## config.mk

```make
export PLATFORM = sky130hd
export DESIGN_NAME = stx_length_frame_receiver_core
export DESIGN_NICKNAME = d
export VERILOG_FILES = /design/src/hdl/stx_lfr_pkg.sv /design/src/hdl/stx_length_frame_receiver_core.sv /design/src/hdl/stx_lfr_cfg.sv /design/src/hdl/stx_lfr_deframe.sv /design/src/hdl/stx_lfr_outreg.sv
export VERILOG_INCLUDE_DIRS = /design/src /design/src/hdl
export SDC_FILE = /design/constraint.sdc
export NUM_CORES = 1
export LEC_CHECK = 0
export CAP_MARGIN = 5
export CELL_PAD_IN_SITES_DETAIL_PLACEMENT = 0
export CELL_PAD_IN_SITES_GLOBAL_PLACEMENT = 1
export CORE_MARGIN = 5
export CORE_UTILIZATION = 40
export CTS_CLUSTER_DIAMETER = 120
export CTS_CLUSTER_SIZE = 25
export DETAILED_ROUTE_END_ITERATION = 6
export DONT_BUFFER_PORTS = 1
export HOLD_SLACK_MARGIN = 0.1
export PLACE_DENSITY = 0.77
export SETUP_SLACK_MARGIN = 0.15
export SLEW_MARGIN = 10
export SYNTH_ARGS = -nofsm -noshare
export SYNTH_HDL_FRONTEND = slang
export SYNTH_SLANG_ARGS = --single-unit
```

## constraint.sdc

```tcl
create_clock -name i_clk -period 8.34 [get_ports i_clk]
set_input_delay 0.834 -clock i_clk [delete_from_list [all_inputs] [get_ports i_clk]]
set_output_delay 0.834 -clock i_clk [all_outputs]
set_load 0.02 [all_outputs]
```

## src/hdl/stx_length_frame_receiver_core_assert.svh

```systemverilog
// Assertion macros used by the length frame receiver parser.
`ifndef STX_LENGTH_FRAME_RECEIVER_CORE_ASSERT_SVH
`define STX_LENGTH_FRAME_RECEIVER_CORE_ASSERT_SVH

// Same-cycle implication, disabled while reset is asserted.
`define STX_LFR_ASSERT_IMP(lbl, clk, rstn, ante, cons, msg) \
    lbl: assert property (@(posedge clk) disable iff (!(rstn)) (ante) |-> (cons)) \
        else $error(msg);

// Next-cycle implication, disabled while reset is asserted.
`define STX_LFR_ASSERT_NXT(lbl, clk, rstn, ante, cons, msg) \
    lbl: assert property (@(posedge clk) disable iff (!(rstn)) (ante) |=> (cons)) \
        else $error(msg);

`endif

```

## src/hdl/stx_lfr_pkg.sv

```systemverilog
// Package with types and constants of the length frame receiver.
package stx_lfr_pkg;

    localparam int BYTE_W = 8;
    localparam int LEN_W  = 16;
    localparam int EV_W   = 2;

    localparam logic [BYTE_W-1:0] START_BYTE_RST   = 8'd2;
    localparam logic [LEN_W-1:0]  MAX_BODY_LEN_RST = 16'd249;

    // Result event codes.
    localparam logic [EV_W-1:0] EV_BODY     = 2'd0;
    localparam logic [EV_W-1:0] EV_GOOD_END = 2'd1;
    localparam logic [EV_W-1:0] EV_BAD_SUM  = 2'd2;
    localparam logic [EV_W-1:0] EV_OVERLEN  = 2'd3;

    // Configuration register indexes.
    localparam logic CFG_START_BYTE   = 1'b0;
    localparam logic CFG_MAX_BODY_LEN = 1'b1;

    typedef enum logic [1:0] {
        ST_HUNT,
        ST_LEN_LO,
        ST_LEN_HI,
        ST_BODY
    } t_state;

    typedef struct packed {
        logic [BYTE_W-1:0] start_byte;
        logic [LEN_W-1:0]  max_body_len;
    } t_cfg;

    typedef struct packed {
        logic [EV_W-1:0]   ev_res;
        logic [BYTE_W-1:0] data;
        logic [LEN_W-1:0]  offset;
        logic              is_type;
    } t_result;

endpackage

```

## src/hdl/stx_length_frame_receiver_core.sv

```systemverilog
// A result is registered and appears on the output in the cycle after its byte is taken.
// Throughput: one byte per cycle unless stalled, set by the single result register stage.
// A byte is taken whenever the result register is empty or is being emptied in that cycle.
// Reset is synchronous and active low; it clears the frame state, restores the default
// start byte and length limit, and empties the result register. There is no clearing pass.
module stx_length_frame_receiver_core (
    input  logic        i_clk,
    input  logic        i_rst_n,

    // Configuration write port.
    input  logic        i_cfg_we,
    input  logic        i_cfg_idx,
    input  logic [15:0] i_cfg_wdata,

    // Received byte channel.
    input  logic        i_in_valid,
    output logic        o_in_stall,
    input  logic [7:0]  i_rx_byte,

    // Result channel.
    output logic        o_out_valid,
    input  logic        i_out_stall,
    output logic [1:0]  o_event_res,
    output logic [7:0]  o_data,
    output logic [15:0] o_offset,
    output logic        o_is_type
);

    // A transfer on the input side happens whenever a byte is offered and the
    // result register can take whatever that byte produces. The register can
    // always take a result unless it holds one that the output side stalls, so
    // the input stall is just the stalled-and-full condition of that register.
    stx_lfr_pkg::t_cfg    cfg;
    stx_lfr_pkg::t_result res_next;
    stx_lfr_pkg::t_result res_out;
    logic                 res_next_valid;
    logic                 in_take;
    logic                 out_busy;

    assign in_take    = i_in_valid && !out_busy;
    assign o_in_stall = out_busy;

    stx_lfr_cfg u_cfg (
        .i_clk       (i_clk),
        .i_rst_n     (i_rst_n),
        .i_cfg_we    (i_cfg_we),
        .i_cfg_idx   (i_cfg_idx),
        .i_cfg_wdata (i_cfg_wdata),
        .o_cfg       (cfg)
    );

    // The parser holds the frame state: which header byte comes next, the
    // captured length, the body offset and the running checksum. It decides
    // the result of the byte being transferred in the same cycle.
    stx_lfr_deframe u_deframe (
        .i_clk       (i_clk),
        .i_rst_n     (i_rst_n),
        .i_take      (in_take),
        .i_byte      (i_rx_byte),
        .i_cfg       (cfg),
        .o_res_valid (res_next_valid),
        .o_res       (res_next)
    );

    // The result register separates the two channels so a finished result can
    // wait while the next byte is already being parsed.
    stx_lfr_outreg u_outreg (
        .i_clk   (i_clk),
        .i_rst_n (i_rst_n),
        .i_load  (res_next_valid),
        .i_res   (res_next),
        .i_take  (in_take),
        .i_stall (i_out_stall),
        .o_valid (o_out_valid),
        .o_busy  (out_busy),
        .o_res   (res_out)
    );

    assign o_event_res = res_out.ev_res;
    assign o_data      = res_out.data;
    assign o_offset    = res_out.offset;
    assign o_is_type   = res_out.is_type;

endmodule

```

## src/hdl/stx_lfr_cfg.sv

```systemverilog
// Configuration registers of the length frame receiver.
module stx_lfr_cfg (
    input  logic                           i_clk,
    input  logic                           i_rst_n,
    input  logic                           i_cfg_we,
    input  logic                           i_cfg_idx,
    input  logic [stx_lfr_pkg::LEN_W-1:0]  i_cfg_wdata,
    output stx_lfr_pkg::t_cfg              o_cfg
);

    logic [stx_lfr_pkg::BYTE_W-1:0] r_start_byte;
    logic [stx_lfr_pkg::LEN_W-1:0]  r_max_body_len;

    always_ff @(posedge i_clk) begin
        if (!i_rst_n) begin
            r_start_byte   <= stx_lfr_pkg::START_BYTE_RST;
            r_max_body_len <= stx_lfr_pkg::MAX_BODY_LEN_RST;
        end else if (i_cfg_we) begin
            case (i_cfg_idx)
                stx_lfr_pkg::CFG_START_BYTE: begin
                    r_start_byte <= i_cfg_wdata[stx_lfr_pkg::BYTE_W-1:0];
                end
                stx_lfr_pkg::CFG_MAX_BODY_LEN: begin
                    r_max_body_len <= i_cfg_wdata;
                end
                default: begin
                end
            endcase
        end
    end

    assign o_cfg.start_byte   = r_start_byte;
    assign o_cfg.max_body_len = r_max_body_len;

endmodule

```

## src/hdl/stx_lfr_deframe.sv

```systemverilog
// Frame parser: start hunt, length capture, body count and checksum.
`include "stx_length_frame_receiver_core_assert.svh"

module stx_lfr_deframe (
    input  logic                            i_clk,
    input  logic                            i_rst_n,
    input  logic                            i_take,
    input  logic [stx_lfr_pkg::BYTE_W-1:0]  i_byte,
    input  stx_lfr_pkg::t_cfg               i_cfg,
    output logic                            o_res_valid,
    output stx_lfr_pkg::t_result            o_res
);

    stx_lfr_pkg::t_state            r_state, n_state;
    logic [stx_lfr_pkg::LEN_W-1:0]  r_len, n_len;
    logic [stx_lfr_pkg::LEN_W-1:0]  r_off, n_off;
    logic [stx_lfr_pkg::BYTE_W-1:0] r_sum, n_sum;

    logic [stx_lfr_pkg::BYTE_W-1:0] sum_add;
    logic [stx_lfr_pkg::LEN_W-1:0]  full_len;
    logic                           overlen;
    logic                           body_more;

    assign sum_add   = r_sum + i_byte;
    assign full_len  = {i_byte, r_len[stx_lfr_pkg::BYTE_W-1:0]};
    assign overlen   = full_len > i_cfg.max_body_len;
    assign body_more = r_off < r_len;

    // Next state and frame bookkeeping.
    always_comb begin
        n_state = r_state;
        n_len   = r_len;
        n_off   = r_off;
        n_sum   = r_sum;
        if (i_take) begin
            case (r_state)
                stx_lfr_pkg::ST_HUNT: begin
                    if (i_byte == i_cfg.start_byte) begin
                        n_state = stx_lfr_pkg::ST_LEN_LO;
                        n_sum   = i_byte;
                        n_len   = '0;
                        n_off   = '0;
                    end
                end
                stx_lfr_pkg::ST_LEN_LO: begin
                    n_state = stx_lfr_pkg::ST_LEN_HI;
                    n_sum   = sum_add;
                    n_len   = {{(stx_lfr_pkg::LEN_W-stx_lfr_pkg::BYTE_W){1'b0}}, i_byte};
                end
                stx_lfr_pkg::ST_LEN_HI: begin
                    if (overlen) begin
                        n_state = stx_lfr_pkg::ST_HUNT;
                        n_sum   = '0;
                        n_len   = '0;
                    end else begin
                        n_state = stx_lfr_pkg::ST_BODY;
                        n_sum   = sum_add;
                        n_len   = full_len;
                        n_off   = '0;
                    end
                end
                stx_lfr_pkg::ST_BODY: begin
                    if (body_more) begin
                        n_sum = sum_add;
                        n_off = r_off + 1'b1;
                    end else begin
                        n_state = stx_lfr_pkg::ST_HUNT;
                        n_sum   = '0;
                        n_len   = '0;
                        n_off   = '0;
                    end
                end
                default: begin
                    n_state = stx_lfr_pkg::ST_HUNT;
                end
            endcase
        end
    end

    // Result produced by the byte being taken.
    always_comb begin
        o_res_valid = 1'b0;
        o_res       = '0;
        if (i_take) begin
            case (r_state)
                stx_lfr_pkg::ST_LEN_HI: begin
                    if (overlen) begin
                        o_res_valid  = 1'b1;
                        o_res.ev_res = stx_lfr_pkg::EV_OVERLEN;
                        o_res.offset = full_len;
                    end
                end
                stx_lfr_pkg::ST_BODY: begin
                    o_res_valid = 1'b1;
                    if (body_more) begin
                        o_res.ev_res  = stx_lfr_pkg::EV_BODY;
                        o_res.data    = i_byte;
                        o_res.offset  = r_off;
                        o_res.is_type = (r_off == '0);
                    end else begin
                        o_res.ev_res = (sum_add == '0) ? stx_lfr_pkg::EV_GOOD_END
                                                       : stx_lfr_pkg::EV_BAD_SUM;
                        o_res.offset = r_len;
                    end
                end
                default: begin
                end
            endcase
        end
    end

    always_ff @(posedge i_clk) begin
        if (!i_rst_n) begin
            r_state <= stx_lfr_pkg::ST_HUNT;
            r_len   <= '0;
            r_off   <= '0;
            r_sum   <= '0;
        end else begin
            r_state <= n_state;
            r_len   <= n_len;
            r_off   <= n_off;
            r_sum   <= n_sum;
        end
    end

    `STX_LFR_ASSERT_IMP(a_hunt_silent, i_clk, i_rst_n, (r_state == stx_lfr_pkg::ST_HUNT) || (r_state == stx_lfr_pkg::ST_LEN_LO), !o_res_valid, "result produced while hunting or reading low length byte")
    `STX_LFR_ASSERT_IMP(a_body_in_range, i_clk, i_rst_n, o_res_valid && (o_res.ev_res == stx_lfr_pkg::EV_BODY), o_res.offset < r_len, "body offset beyond frame length")
    `STX_LFR_ASSERT_IMP(a_type_first, i_clk, i_rst_n, o_res_valid && o_res.is_type, (o_res.offset == '0) && (o_res.ev_res == stx_lfr_pkg::EV_BODY), "type flag away from first body byte")
    `STX_LFR_ASSERT_NXT(a_end_hunts, i_clk, i_rst_n, i_take && (r_state == stx_lfr_pkg::ST_BODY) && !body_more, (r_state == stx_lfr_pkg::ST_HUNT) && (r_sum == '0), "no return to hunt after check byte")

endmodule

```

## src/hdl/stx_lfr_outreg.sv

```systemverilog
// Result register between the parser and the output channel.
module stx_lfr_outreg (
    input  logic                  i_clk,
    input  logic                  i_rst_n,
    input  logic                  i_load,
    input  stx_lfr_pkg::t_result  i_res,
    input  logic                  i_take,
    input  logic                  i_stall,
    output logic                  o_valid,
    output logic                  o_busy,
    output stx_lfr_pkg::t_result  o_res
);

    logic                 r_valid;
    stx_lfr_pkg::t_result r_res;
    logic                 drain;

    assign drain  = r_valid && !i_stall;
    assign o_busy = r_valid && i_stall;

    always_ff @(posedge i_clk) begin
        if (!i_rst_n) begin
            r_valid <= 1'b0;
        end else if (i_take && i_load) begin
            r_valid <= 1'b1;
        end else if (drain) begin
            r_valid <= 1'b0;
        end
    end

    always_ff @(posedge i_clk) begin
        if (i_take && i_load) begin
            r_res <= i_res;
        end
    end

    assign o_valid = r_valid;
    assign o_res   = r_res;

endmodule

```

==> results, run 1 <==
- The number of cells upsized or downsized after cts is 0.
- In this run the tightest slew margin relative to its limit is between 30% and 40%.
- Summing the areas of all fa, ha and maj instances in the mapped netlist gives 10.6% of the synthesized area.
- The fraction of registers with async set/reset is 0%.
- The post-detailed-routing wire length is 14,200 microns.
- The mux cell area share after synthesis is 3.48%.
- In this run the vertical extent of the chip is between 100 and 150 microns.
- Summing the areas of all compound-gate instances in the mapped netlist gives between 10% and 20% of the synthesized area.
- The detailed placer's ending HPWL is between 10,000 and 15,000 microns.
- Of the total synthesized cell area, the portion taken by XOR and XNOR cells is ~2.4%.
- TritonCTS built the clock tree.
- In the routed design, unresolved DRC markers number 0.
- The worst-path maximum fanout is 31.
- The max-slew violation total from the final report was 0.
- At the end of routability-driven placement, the weighted congestion stood at 0.894.
- Across all register-to-register paths, the minimum setup slack is 5.18 ns.
- The cell family contributing the most delay on the critical path is simple AND/OR/NAND/NOR gates.
- The overall overflow remaining after global route is 0.
- The worst path needs roughly 3.3 ns of the cycle, external delays included.
- The top cell type by area accounts for ~24% of the synthesized area.
- The class of the most critical setup path is in2reg.
- The number of antenna violations at the first check in global routing was 0.
- Leaving out fill and tap cells, the most frequent cell in the layout is sky130_fd_sc_hd__nand2_1.
- The synthesized netlist devotes roughly a fifth of its cell area to simple gates.
- The number of buffers created by CTS is 9.
- The clock network burns approximately two fifths of the power.
- The switching power total is 0.207 mW.
- The H-tree generated during clock tree synthesis spans 3 levels.
- The count of TritonRoute iterations in the first routing pass is 5.
- The run finished with clean final reports.
- The average vias per placed instance is roughly 5.7.
- Of the available clock period, the critical path in the final layout requires between 30% and 40%.
- By area the synthesized netlist is led by sky130_fd_sc_hd__dfxtp_1 (24%), sky130_fd_sc_hd__edfxtp_1 (15%), sky130_fd_sc_hd__ha_1 (10%).
- The number of failing hold endpoints at the final stage is 0.
- Hold repair after CTS inserted 0 buffers.
- In this run the post-CTS setup repair buffer count came out at 0.
- Across every metal layer, demand over resource in global routing totals 18.0%.
- For this run, the slowest stage of the critical path takes between 0.4 and 0.5 ns.
- The maximum operating frequency is 308 MHz.
- In the final timing run, aggregate negative setup slack is 0 ns.
- STA classifies the critical path endpoint as a flop.
- The element type at the critical path start is an input port.
- For this run, the post-layout net count is about 670.
- The number of max-cap violations is 0.
- Counting flops with a built-in enable in the synthesized netlist gives 27.
- After synthesis, the largest family of logic cells by area is compound AO/OA/AOI/OAI gates.
- The number of top-level pins is 59.
- For the worst setup path, the data required time is ~8.4 ns.
- The power density normalized to cell area is approximately 150 mW/mm^2.
- The clock tree buffer depth is 2.
- The port buffer count is 0.
- The number of warnings printed during yosys synthesis is 0.
- For the pin with the worst max-slew slack, the measured transition is about 1.0 ns.
- The floorplan die width is about 130 microns.
- The total internal power is between 0.6 and 0.7 mW.
- In this run the mean area of a mapped cell was around 9.0 sq um.
- Setup repair after global routing left no endpoint under its margin.
- In the layout the commonest cells are sky130_fd_sc_hd__nand2_1 (93), sky130_fd_sc_hd__dfxtp_1 (67), sky130_fd_sc_hd__ha_1 (45).
- The floorplan step defined a die boundary enclosing roughly 0.016 sq mm.
- The later pin in the worst-skew pair is clocked with a latency of 0.35 ns.
- CTS saw 94 sinks.
- The DRC marker count from the first detailed-route iteration is 320.
- The largest individual stage delay along the critical path comes from the cell sky130_fd_sc_hd__nor2_2.
- For the final database, setup skew stands at a little under 0.008 ns.
- The post-synthesis sequential element count is 94.
- The path class of the lowest-slack min-delay path is reg2reg.
- The analysis attributes to cell leakage a power of roughly 2.0 nW.
- The cell that appears most often on the critical path is sky130_fd_sc_hd__buf_4.
- Synthesis produced a netlist with a net count of between 600 and 700.
- Per report_power, the combinational group accounts for roughly 5% of the total.
- The proportion of layout cells with a drive suffix above 1 is roughly 5.5%.
- The first-pass GRT wire length is 23,200 microns.
- The layout-stage area growth over the synthesis result is 6.67%.
- Net switching is 23.0% of the power.
- The via total after detailed routing is roughly 4.4k.
- The count of nets left with antenna violations once routing finished came out at 0.
- The largest net degree at the start of global routing is 42.
- The floorplan core area is between 0.01 and 0.015 sq mm.
- Synthesis handed over a netlist of 610 instances.
- The standard-cell row count is 42.
- Summing the sequential cell areas from Yosys gives between 30 and 40% of the chip area.
- The sum of buffers and inverters on the critical path is 2.
- Final hold analysis gives a worst-case slack of 0.454 ns.
- The worst setup slack before clock tree synthesis is 4.74 ns.
- The post-detailed-route wirelength per cell is between 15 and 20 microns.
- In this run, flip-flops and latches consume a little over half of the power.
- For this configuration, the core starts out at a cell density of roughly two fifths.
- sky130_fd_sc_hd__dfxtp_1 takes more of the synthesized area than any other cell.
- Clock-pin slew was measured on the worst setup and hold paths at about 0.060 ns.
- The unique cell type count in the Yosys netlist is 64.
- The clock root buffer master is sky130_fd_sc_hd__clkbuf_16.
- The signal arrival time at the worst endpoint is 3.29 ns.
- The number of global-route vias before repair is roughly 4.5k.
- After layout, the worst setup slack is approximately 5 ns.
- Setup violations remaining at the end of the flow were counted as 0.
- The leading register cell type out of synthesis is sky130_fd_sc_hd__dfxtp_1.
- Walking the worst path, the cells encountered are ha_1, nand4_2, nor3_1, o21ai_0, a311oi_2, buf_4, nor2_1, nor2_2, buf_4.
- The final antenna diode count is 0.
- The post-synth design cell area is between 0.005 and 0.006 sq mm.
- The worst voltage drop across the vdd grid is between 100 and 150 uV.
## power by group through the flow
| stage | combinational, mW | clock, mW | sequential [mW] |
|---|---|---|---|
| finish | 0.0453 | 0.377 | 0.477 |
| global placement | 0.0433 | 0 | 0.487 |
| floorplan | 0.0406 | 0 | 0.486 |
| detailed placement | 0.0452 | 0 | 0.487 |
| global route | 0.0518 | 0.404 | 0.477 |
| CTS | 0.0456 | 0.385 | 0.477 |
## synth_stat cells (14+ instances only)
cell and n:
sky130_fd_sc_hd__nor2_1 14, sky130_fd_sc_hd__a21oi_1 44, sky130_fd_sc_hd__a211oi_1 18, sky130_fd_sc_hd__o21ai_0 18
sky130_fd_sc_hd__nand3_1 22, sky130_fd_sc_hd__ha_1 45, sky130_fd_sc_hd__mux2i_1 18, sky130_fd_sc_hd__clkbuf_1 22
sky130_fd_sc_hd__nand2_1 93, sky130_fd_sc_hd__dfxtp_1 67, sky130_fd_sc_hd__inv_1 41, sky130_fd_sc_hd__edfxtp_1 27
## final cells by class
class                   instances  area, sq um
well taps                     176          220
repair buffers                  4         30.0
inverters                      42          158
flip-flops and latches         94         2150
clock buffers                  10          229
fillers                      1330         7480
multi-input cells             439         3040
clock inverters                 6         37.5
## cell families after synthesis
logic type               after synthesis
flip-flops                            94
AO/OA/AOI/OAI                        154
AND/OR/NAND/NOR                      205
XOR/XNOR                              15
adder cells (fa/ha/maj)               46
buffers and inverters                 77
multiplexers                          19
## worst min-delay path: stages, from the launching register on
cell,delay [ns]
sky130_fd_sc_hd__dfxtp_1,0.31
sky130_fd_sc_hd__nand2_1,0.05
sky130_fd_sc_hd__a21oi_1,0.05
## metal layers
metal | track usage (%) | share of wire [%] | vias up
li1 | - | - | 2188
met1 | 22.6 | 43 | 2100
met2 | 29.3 | 48 | 119
met3 | 4.67 | 5.9 | 26
met4 | 7.32 | 3.0 | 0
met5 | 0 | 0 | -
## registers in the layout, indices dropped and copies added (netlist names)
| register | cells |
|---|---|
| u_outreg.o_res | 27 |
| u_cfg.r_max_body_len | 16 |
| u_deframe.r_len | 16 |
| u_deframe.r_off | 16 |
| u_cfg.r_start_byte | 8 |
| u_deframe.r_sum | 8 |
| u_deframe.r_state | 2 |
| u_outreg.o_valid | 1 |
## path summary, 6_finish.rpt
path                                   to  cells after the start                      from
setup / recovery        u_outreg.o_res[2]                      9              i_rx_byte[6]
hold / removal    u_cfg.r_max_body_len[9]                      2   u_cfg.r_max_body_len[9]
setup reg to reg        u_outreg.o_res[2]                     10  u_cfg.r_max_body_len[14]
hold reg to reg   u_cfg.r_max_body_len[9]                      2   u_cfg.r_max_body_len[9]
## per-stage QoR
step                      utilization (%)  total power, mW  instance area, sq um  std cells
after floorplan                         -            0.526                  5500        610
after global placement               41.9            0.530                  5600        755
after detailed placement             41.9            0.532                  5600        755
after CTS                            43.9            0.908                  5870        771
after global routing                 43.9            0.933                  5870        771
final                                43.9            0.899                  5870        771
(Power assumes the default switching activity.)
==> inputs of run 2 (changes only) <==
--- a/config.mk
+++ b/config.mk
@@ -6,6 +6,7 @@
 export SDC_FILE = /design/constraint.sdc
 export NUM_CORES = 1
 export LEC_CHECK = 0
+export ABC_AREA = 1
 export CAP_MARGIN = 5
 export CELL_PAD_IN_SITES_DETAIL_PLACEMENT = 0
 export CELL_PAD_IN_SITES_GLOBAL_PLACEMENT = 1
@@ -16,7 +17,7 @@
 export DETAILED_ROUTE_END_ITERATION = 6
 export DONT_BUFFER_PORTS = 1
 export HOLD_SLACK_MARGIN = 0.1
-export PLACE_DENSITY = 0.77
+export PLACE_DENSITY = 0.83
 export SETUP_SLACK_MARGIN = 0.15
 export SLEW_MARGIN = 10
 export SYNTH_ARGS = -nofsm -noshare
==> constraint.sdc (replaced) <==
create_clock -name i_clk -period 2.9 [get_ports i_clk]
set_input_delay 0.29 -clock i_clk [delete_from_list [all_inputs] [get_ports i_clk]]
set_output_delay 0.29 -clock i_clk [all_outputs]
set_load 0.02 [all_outputs]
==> run 2 against run 1 <==
  * Largest cell class unchanged
  * Cell area rose by 5.3%
  * Via count rose by 12%
  * Largest power group unchanged
  * Die area rose by 3.0%
==> results, run 2 <==
- The run finished with clean final reports.
- The number of nets in the finished design came to 849 (+27%).
- The worst hold path startpoint is i_rst_n.
- The clock root buffer master is sky130_fd_sc_hd__clkbuf_16.
- The total of fill cells in the finished design was 1,395 (+4.9%).
- The worst-path maximum fanout came to 19 (-39%).
- The first-pass GRT wire length is 23,900 microns (+2.6%).
- The max-slew violation total from the final report was 0 (unchanged).
- By area the synthesized netlist is led by sky130_fd_sc_hd__dfxtp_1 (24%), sky130_fd_sc_hd__edfxtp_1 (14%), sky130_fd_sc_hd__nand2_1 (13%).
- The final design area excluding fillers was 0.00618 sq mm (+5.3%).
- The global-route layer with the greatest usage is met2.
- The clock latency of the later-clocked register in the worst-skew pair was 0.35 ns (about the same).
- The port buffer count came to 0 (unchanged).
- The leading register cell type out of synthesis is sky130_fd_sc_hd__dfxtp_1.
- The leakage power came to 2.69 nW (+32%).
- The fraction of met1 tracks used by global routing is 22.6% (about the same).
- The worst setup slack before clock tree synthesis is 0.436 ns (-4.30 ns).
- The required arrival time at the worst endpoint is 2.93 ns (-5.45 ns).
- The power density normalized to cell area is 451 mW/mm^2 (+190%).
- The endpoint kind of the worst setup timing path is a flop.
- The final antenna diode count is 0 (unchanged).
- The number of global-route vias before repair was 4,871 (+7.7%).
- The clock tree buffer depth is 2 (unchanged).
- The final cell count without fillers was 958 (+24%).
- The number of enable-type register cells in the synthesized netlist was 27 (unchanged).
- The number of buffers created by CTS is 9 (unchanged).
- The placer congestion estimate is 0.869 (-2.8%).
- The number of warnings printed during yosys synthesis is 0 (unchanged).
- Setup repair after global routing left no endpoint under its margin.
- The synthesized area per cell is 7.32 sq um (-19%).
- The number of top-level pins is 59 (unchanged).
- The average vias per placed instance is 5.19 (-9.7%).
- For the finished layout, the period the worst path requires is roughly 2.5 ns.
- The post-place instance area came to 0.00577 sq mm (+3.0%).
- In this run the worst hold path is classified as in2reg.
- The clock-pin slew of the registers on the worst-case setup and hold paths is 0.07 ns (about the same).
- The maximum operating frequency is 404 MHz.
- The library cell used most frequently in the layout, excluding fill and tap cells, is sky130_fd_sc_hd__nand2_1.
- The number of failing hold endpoints at the final stage came to 0 (unchanged).
- The starting density of the core came to 40.9% (-0.31 points).
- The floorplan die width was 129 microns (+1.5%).
- The area taken by flip-flops and latches is 0.00215 sq mm (unchanged).
- The final worst clock skew is 0.00771 ns (-0.000236 ns).
- The class of the most critical setup path is reg2reg.
- The worst path uses between 80 and 90% of the clock period.
- The instance count along the most critical hold path is 2 (unchanged).
- The global routing met3 resource utilization is 5.32% (+0.64 points).
- The worst setup path is launched from a flop.
- The setup TNS is 0 ns (unchanged).
- The DRC marker count from the first detailed-route iteration was 383 (+20%).
- The standard-cell row count is 43 (+2.4%).
- The total DRC errors in the routed layout is 0 (unchanged).
- The fraction of registers with async set/reset is 0% (unchanged).
- The post-synthesis sequential element count is 94 (unchanged).
- The first element of the critical path is u_cfg.r_max_body_len[11].
- The multi-input logic area came to 0.00300 sq mm (-1.2%).
- The floorplan die height is 129 microns (+1.5%).
- The overall overflow remaining after global route is 0 (unchanged).
- The number of instances in the synthesized netlist is 775 (+27%).
- The via total after detailed routing came to 4,972 (+12%).
- Ranked by instance count, the synthesized netlist is headed by sky130_fd_sc_hd__nand2_1 (199), sky130_fd_sc_hd__inv_1 (84), sky130_fd_sc_hd__nor2_1 (84).
- The unique cell type count in the Yosys netlist came to 35 (-45%).
- The slack of the critical path is 0.423 ns (-4.67 ns).
- In the layout the commonest cells are sky130_fd_sc_hd__nand2_1 (199), sky130_fd_sc_hd__inv_1 (84), sky130_fd_sc_hd__nor2_1 (84).
- The cell count of the worst reg-to-reg path came to 11 (+1).
- The number of max-cap violations is 0 (unchanged).
- The share of the yosys chip area belonging to registers was 37.9% (-1.2 points).
- The floorplan core area is 0.0139 sq mm (+4.0%).
- The proportion of layout cells with a drive suffix above 1 is 5.27% (-0.28 points).
- The post-synth design cell area is 0.00568 sq mm (+3.2%).
- The die area is 0.0167 sq mm (+3.0%).
- The clock tree from TritonCTS is built.
- The proportion of netlist area held by the largest area contributor came to 23.6% (-0.76 points).
- The global-route total usage across every layer came to 18.0% (about the same).
- The area growth from synthesis to layout is 8.82%.
- The largest net degree at the start of global routing was 44 (+4.8%).
- The post-detailed-route wirelength per cell was 15.1 microns (-18%).
- The count of clock tree sinks is 94 (unchanged).
- The biggest area contributor in the post-synthesis netlist is sky130_fd_sc_hd__dfxtp_1.
- The signal arrival time at the worst endpoint is 2.51 ns (-0.78 ns).
- The slew at the pin closest to its max-slew limit is 0.581 ns (-0.444 ns).
- The number of buffers added for setup after CTS is 0 (unchanged).
- The most common cell in the synthesized netlist is sky130_fd_sc_hd__nand2_1.
- The residual antenna-violating net count after detailed routing came to 0 (unchanged).
- The share of the core filled with cells in the final layout is 44.5% (+0.55 points).
- The detailed placer's ending HPWL was 10,700 microns (-0.18%).
- The number of setup violations in the final report is 0 (unchanged).
- The net count after synthesis is 851 (+24%).
- The startpoint identified for the worst register-to-register timing path is u_cfg.r_max_body_len[11].
- The global-route met2 utilization was 29.6% (+0.25 points).
- The total placed cells including tap cells is 932 (+23%).
- The post-detailed-routing wire length is 14,500 microns (+1.7%).
- The number of flip-flops in the largest register came to 27 (unchanged).
- The remaining max-slew budget at the tightest pin is 61.3% (+30 points).
- The count of TritonRoute iterations in the first routing pass is 4 (-1).
- The number of levels the H-tree was split into is 3 (unchanged).
- The worst voltage drop across the vdd grid is 363 uV (+170%).
- The number of antenna violations at the first check in global routing is 0 (unchanged).
run 2: cell types whose count changed after synthesis, moves of 14 or more:
cell	delta
sky130_fd_sc_hd__mux2i_1	-18
sky130_fd_sc_hd__a211oi_1	-18
sky130_fd_sc_hd__nand2_1	+106
sky130_fd_sc_hd__a21oi_1	+26
sky130_fd_sc_hd__o21ai_0	+18
sky130_fd_sc_hd__nand3_1	+18
sky130_fd_sc_hd__clkbuf_1	-14
sky130_fd_sc_hd__inv_1	+43
sky130_fd_sc_hd__nor2_1	+70
run 2: power breakdown:
part	internal (mW)	switching, mW	leakage, nW	total [mW]
Clock	0.681	0.512	0.148	1.19
Combinational	0.0790	0.133	1.75	0.212
Sequential	1.37	0.0124	0.795	1.38
run 2: what timing repair did:
| action | CTS | global route |
|---|---|---|
| endpoints found under the hold margin | 43 | 0 |
| resized for setup | 0 | 0 |
| hold buffers | 10 | 0 |
run 2: cell type report:
class	instances	share of cell area, %
multi-input cells	560	48.6
flip-flops and latches	94	34.8
inverters	94	5.83
clock buffers	14	4.62
well taps	180	3.65
repair buffers	14	2.27
clock inverters	2	0.182
run 2: through the flow:
| stage | power, mW | hold slack (ns) |
|---|---|---|
| floorplan | 1.57 | 0.403 |
| global placement | 1.59 | 0.396 |
| detailed placement | 1.60 | 0.404 |
| CTS | 2.81 | 0.112 |
| global route | 2.90 | 0.123 |
| finish | 2.79 | 0.122 |
run 2: worst max-delay path, cell delays in order, from the launching register on:
cell	delay, ns
sky130_fd_sc_hd__dfxtp_1	0.31
sky130_fd_sc_hd__inv_1	0.05
sky130_fd_sc_hd__ha_1	0.31
sky130_fd_sc_hd__nand4_1	0.12
sky130_fd_sc_hd__nor3_1	0.29
sky130_fd_sc_hd__nand2_1	0.10
sky130_fd_sc_hd__nand2_1	0.10
sky130_fd_sc_hd__nand3_2	0.24
sky130_fd_sc_hd__nand2_1	0.13
sky130_fd_sc_hd__nand2_1	0.11
sky130_fd_sc_hd__inv_1	0.13
sky130_fd_sc_hd__buf_4	0.27
run 2: layer usage:
metal | part of all wire (%) | routed length [microns] | vias to the layer above
li1 | - | - | 2517
met1 | 43 | 6210 | 2292
met2 | 48 | 6970 | 131
met3 | 6.5 | 935 | 32
met4 | 2.4 | 349 | 0
met5 | 0 | 0 | -
run 2: final timing paths:
kind,to,slack (ns)
worst max register to register,u_outreg.o_res[25],0.42
worst min-delay path,u_deframe.r_len[13],0.12
worst min register to register,u_cfg.r_max_body_len[10],0.46
worst max-delay path,u_outreg.o_res[25],0.42
run 2: kinds of logic (layout without fill, tap and decap cells):
| kind of cell | after synthesis | after routing | synth area share (%) |
|---|---|---|---|
| xor gates and xnor gates | 24 | 24 | 3.70 |
| DFF | 94 | 94 | 37.9 |
| AOI/OAI and AO/OA | 116 | 116 | 10.6 |
| and+or+nand+nor | 374 | 374 | 28.3 |
| adders and majority gates | 46 | 46 | 10.3 |
| buffers and inverters | 121 | 124 | 9.19 |
==> inputs of run 3 (changes only) <==
--- a/config.mk
+++ b/config.mk
@@ -8,16 +8,13 @@
 export LEC_CHECK = 0
 export ABC_AREA = 1
 export CAP_MARGIN = 5
-export CELL_PAD_IN_SITES_DETAIL_PLACEMENT = 0
-export CELL_PAD_IN_SITES_GLOBAL_PLACEMENT = 1
 export CORE_MARGIN = 5
 export CORE_UTILIZATION = 40
 export CTS_CLUSTER_DIAMETER = 120
-export CTS_CLUSTER_SIZE = 25
 export DETAILED_ROUTE_END_ITERATION = 6
 export DONT_BUFFER_PORTS = 1
 export HOLD_SLACK_MARGIN = 0.1
-export PLACE_DENSITY = 0.83
+export PLACE_DENSITY = 0.66
 export SETUP_SLACK_MARGIN = 0.15
 export SLEW_MARGIN = 10
 export SYNTH_ARGS = -nofsm -noshare
==> run 3 against run 2 <==
  * Clock skew increased by 0.00056 ns
  * Via count down 2.4%
  * Clock-buffer cell count decreased by 2
  * Worst hold slack gained 0.0093 ns
  * Die area did not move
  * Global-route usage fell by 0.30 points
  * Register-to-register slack hardly changed
  * Clock power about the same
  * Highest routed layer unchanged
==> results, run 3 (synthesized netlist as in run 2, its figures left out) <==
- The overall power of the completed layout is 2.79 mW (+0.24%).
- The number of flip-flops in the largest register was 27 (unchanged).
- The number of buffers created by CTS was 9 (unchanged).
- The total placed cells including tap cells came to 939 (+0.75%).
- Routed signal wires occupy layers up through met4.
- The worst-case hold slack was 0.131 ns (+0.00931 ns).
- The proportion of layout cells with a drive suffix above 1 was 6.50% (+1.2 points).
- In this run the worst hold path is classified as in2reg.
- The slew at the pin closest to its max-slew limit is 0.647 ns (+0.0666 ns).
- The via total after detailed routing is 4,851 (-2.4%).
- The final cell count without fillers was 965 (+0.73%).
- The class of the most critical setup path is reg2reg.
- The number of nets in the finished design is 856 (+0.82%).
- The maximum operating frequency is 402 MHz (-0.31%).
- The number of max-cap violations is 0 (unchanged).
- Walking the worst path, the cells encountered are ha_1, a21oi_1, o21ai_0, a21oi_1, nand3_4, inv_2, nand2_2, nor2_1.
- The met3 routed wirelength is 992 microns (+6.1%).
- The starting density of the core was 40.9% (unchanged).
- The worst-path maximum fanout came to 18 (-1).
- The sum of buffers and inverters on the critical path is 1 (-2).
- Among all stages on the critical path, the largest delay is contributed by sky130_fd_sc_hd__dfxtp_1.
- In this design, the critical path's most frequently occurring cell is sky130_fd_sc_hd__a21oi_1.
- The multi-input logic area came to 0.00300 sq mm (unchanged).
- The global-route total usage across every layer is 17.7% (-0.30 points).
- The count of TritonRoute iterations in the first routing pass is 4 (unchanged).
- The DRC marker count from the first detailed-route iteration is 385 (+0.52%).
- The number of antenna violations at the first check in global routing was 0 (unchanged).
- The floorplan die height was 129 microns (unchanged).
- The overall overflow remaining after global route is 0 (unchanged).
- The standard-cell row count is 43 (unchanged).
- The number of setup violations in the final report was 0 (unchanged).
- The element type at the critical path start is a flop.
- The final worst clock skew is 0.00827 ns (+0.000559 ns).
- The final antenna diode count is 0 (unchanged).
- The number of levels the H-tree was split into is 3 (unchanged).
- The post-detailed-route wirelength per cell is 14.8 microns (-2.1%).
- The layout-stage area growth over the synthesis result is 9.94%.
- The final critical delay including setup and external delays is 2.48 ns (+0.00758 ns).
- The fraction of the cycle the final worst path needs is 85.7% (+0.26 points).
- The floorplan die width was 129 microns (unchanged).
- The register-to-register setup slack is 0.42 ns (about the same).
- The number of failing hold endpoints at the final stage was 0 (unchanged).
- The placer congestion estimate came to 0.862 (-0.81%).
- The post-detailed-routing wire length was 14,300 microns (-1.4%).
- The number of top-level pins is 59 (unchanged).
- The first-pass GRT wire length is 23,000 microns (-3.5%).
- The total DRC errors in the routed layout is 0 (unchanged).
- The residual antenna-violating net count after detailed routing is 0 (unchanged).
- The total of fill cells in the finished design is 1,410 (+1.1%).
- The library cell used most frequently in the layout, excluding fill and tap cells, is sky130_fd_sc_hd__nand2_1.
- The clock latency of the later-clocked register in the worst-skew pair is 0.35 ns (about the same).
- The clock tree from TritonCTS is built.
- The port buffer count is 0 (unchanged).
- The routed wire length on met2 is 6370 microns (-8.6%).
- The clock-pin slew of the registers on the worst-case setup and hold paths came to 0.07 ns (about the same).
- The flow ran to the end, and the final reports show no timing, DRC or antenna violations.
- The floorplan core area is 0.0139 sq mm (unchanged).
- The largest net degree at the start of global routing is 45 (+2.3%).
- Setup repair after global routing left no endpoint under its margin.
- The area taken by flip-flops and latches is 0.00215 sq mm (unchanged).
- The average vias per placed instance is 5.03 (-3.1%).
- The max-slew violation total from the final report was 0 (unchanged).
- The detailed-routing wirelength on met1 is 6600 microns (+6.3%).
- The count of clock tree sinks is 94 (unchanged).
- The clock tree buffer depth is 2 (unchanged).
- In the layout the commonest cells are sky130_fd_sc_hd__nand2_1 (199), sky130_fd_sc_hd__nor2_1 (84), sky130_fd_sc_hd__inv_1 (83).
- The number of global-route vias before repair is 4,505 (-7.5%).
- The endpoint kind of the worst setup timing path is a flop.
- The leakage power was 2.72 nW (+0.98%).
- The signal arrival time at the worst endpoint is 2.66 ns (+0.15 ns).
- The setup TNS came to 0 ns (unchanged).
- The power density normalized to cell area is 448 mW/mm^2 (-0.78%).
- The die area is 0.0167 sq mm (unchanged).
- The required arrival time at the worst endpoint came to 3.07 ns (+0.14 ns).
- The worst voltage drop across the vdd grid was 317 uV (-13%).
- The delay of the slowest cell on the worst path is 0.47 ns (+0.16 ns).
- The dominant delay contributor by cell family on the critical path is simple AND/OR/NAND/NOR gates.
- The detailed placer's ending HPWL is 10,300 microns (-3.9%).
- The clock root buffer master is sky130_fd_sc_hd__clkbuf_16.
- The remaining max-slew budget at the tightest pin is 56.9% (-4.4 points).
[run 3: cell count changes in the layout (fill, tap and decap cells not counted), sizes merged]
cell      change
buf           +7
clkbuf        -2
clkinv        +1
clkinvlp      +2
inv           -1
[run 3: timing repair]
action | in CTS | in global routing
buffers inserted | 0 | 0
resized for setup | 0 | 1
endpoints found under the setup margin | 0 | 21
endpoints found under the hold margin | 43 | 0
hold buffers | 10 | 0
[run 3: path summary, 6_finish.rpt]
check,end,startpoint,cells after the start
worst min-delay path,u_deframe.r_len[13],i_rst_n,2
worst max-delay path,u_outreg.o_res[21],u_deframe.r_off[11],8
worst min register to register,u_cfg.r_max_body_len[13],u_cfg.r_max_body_len[13],2
worst max register to register,u_outreg.o_res[21],u_deframe.r_off[11],8
[run 3: layer usage]
layer  GRT usage, %  up-vias
li1               -     2531
met1           22.6     2191
met2           27.8      108
met3           7.13       21
met5              0        -
met4           4.76        0
[run 3: area by class of cell]
cell class | count | area share (%)
clock buffers | 12 | 4.45
clock inverters | 4 | 0.421
inverters | 94 | 5.84
multi-input cells | 560 | 48.1
flip-flops and latches | 94 | 34.5
well taps | 180 | 3.61
repair buffers | 21 | 3.09
[run 3: worst reg2reg max path, cell delays in order, from the launching register on]
cell and delay (ns):
sky130_fd_sc_hd__dfxtp_1 0.47, sky130_fd_sc_hd__ha_1 0.29, sky130_fd_sc_hd__a21oi_1 0.13, sky130_fd_sc_hd__o21ai_0 0.09, sky130_fd_sc_hd__a21oi_1 0.29, sky130_fd_sc_hd__nand3_4 0.24, sky130_fd_sc_hd__inv_2 0.33, sky130_fd_sc_hd__nand2_2 0.23
sky130_fd_sc_hd__nor2_1 0.23
[run 3: report_power, final]
| part | total [mW] | internal [mW] | switching [mW] |
|---|---|---|---|
| Sequential | 1.38 | 1.37 | 0.0124 |
| Combinational | 0.212 | 0.0802 | 0.132 |
| Clock | 1.20 | 0.681 | 0.519 |
[run 3: through the flow]
step                area, sq um  util [%]  setup slack, ns
floorplan                  5680         -            0.626
global placement           5820      41.9            0.476
detailed placement         5820      41.9            0.424
CTS                        6240      44.9            0.387
global route               6240      45.0            0.173
finish                     6240      45.0            0.415
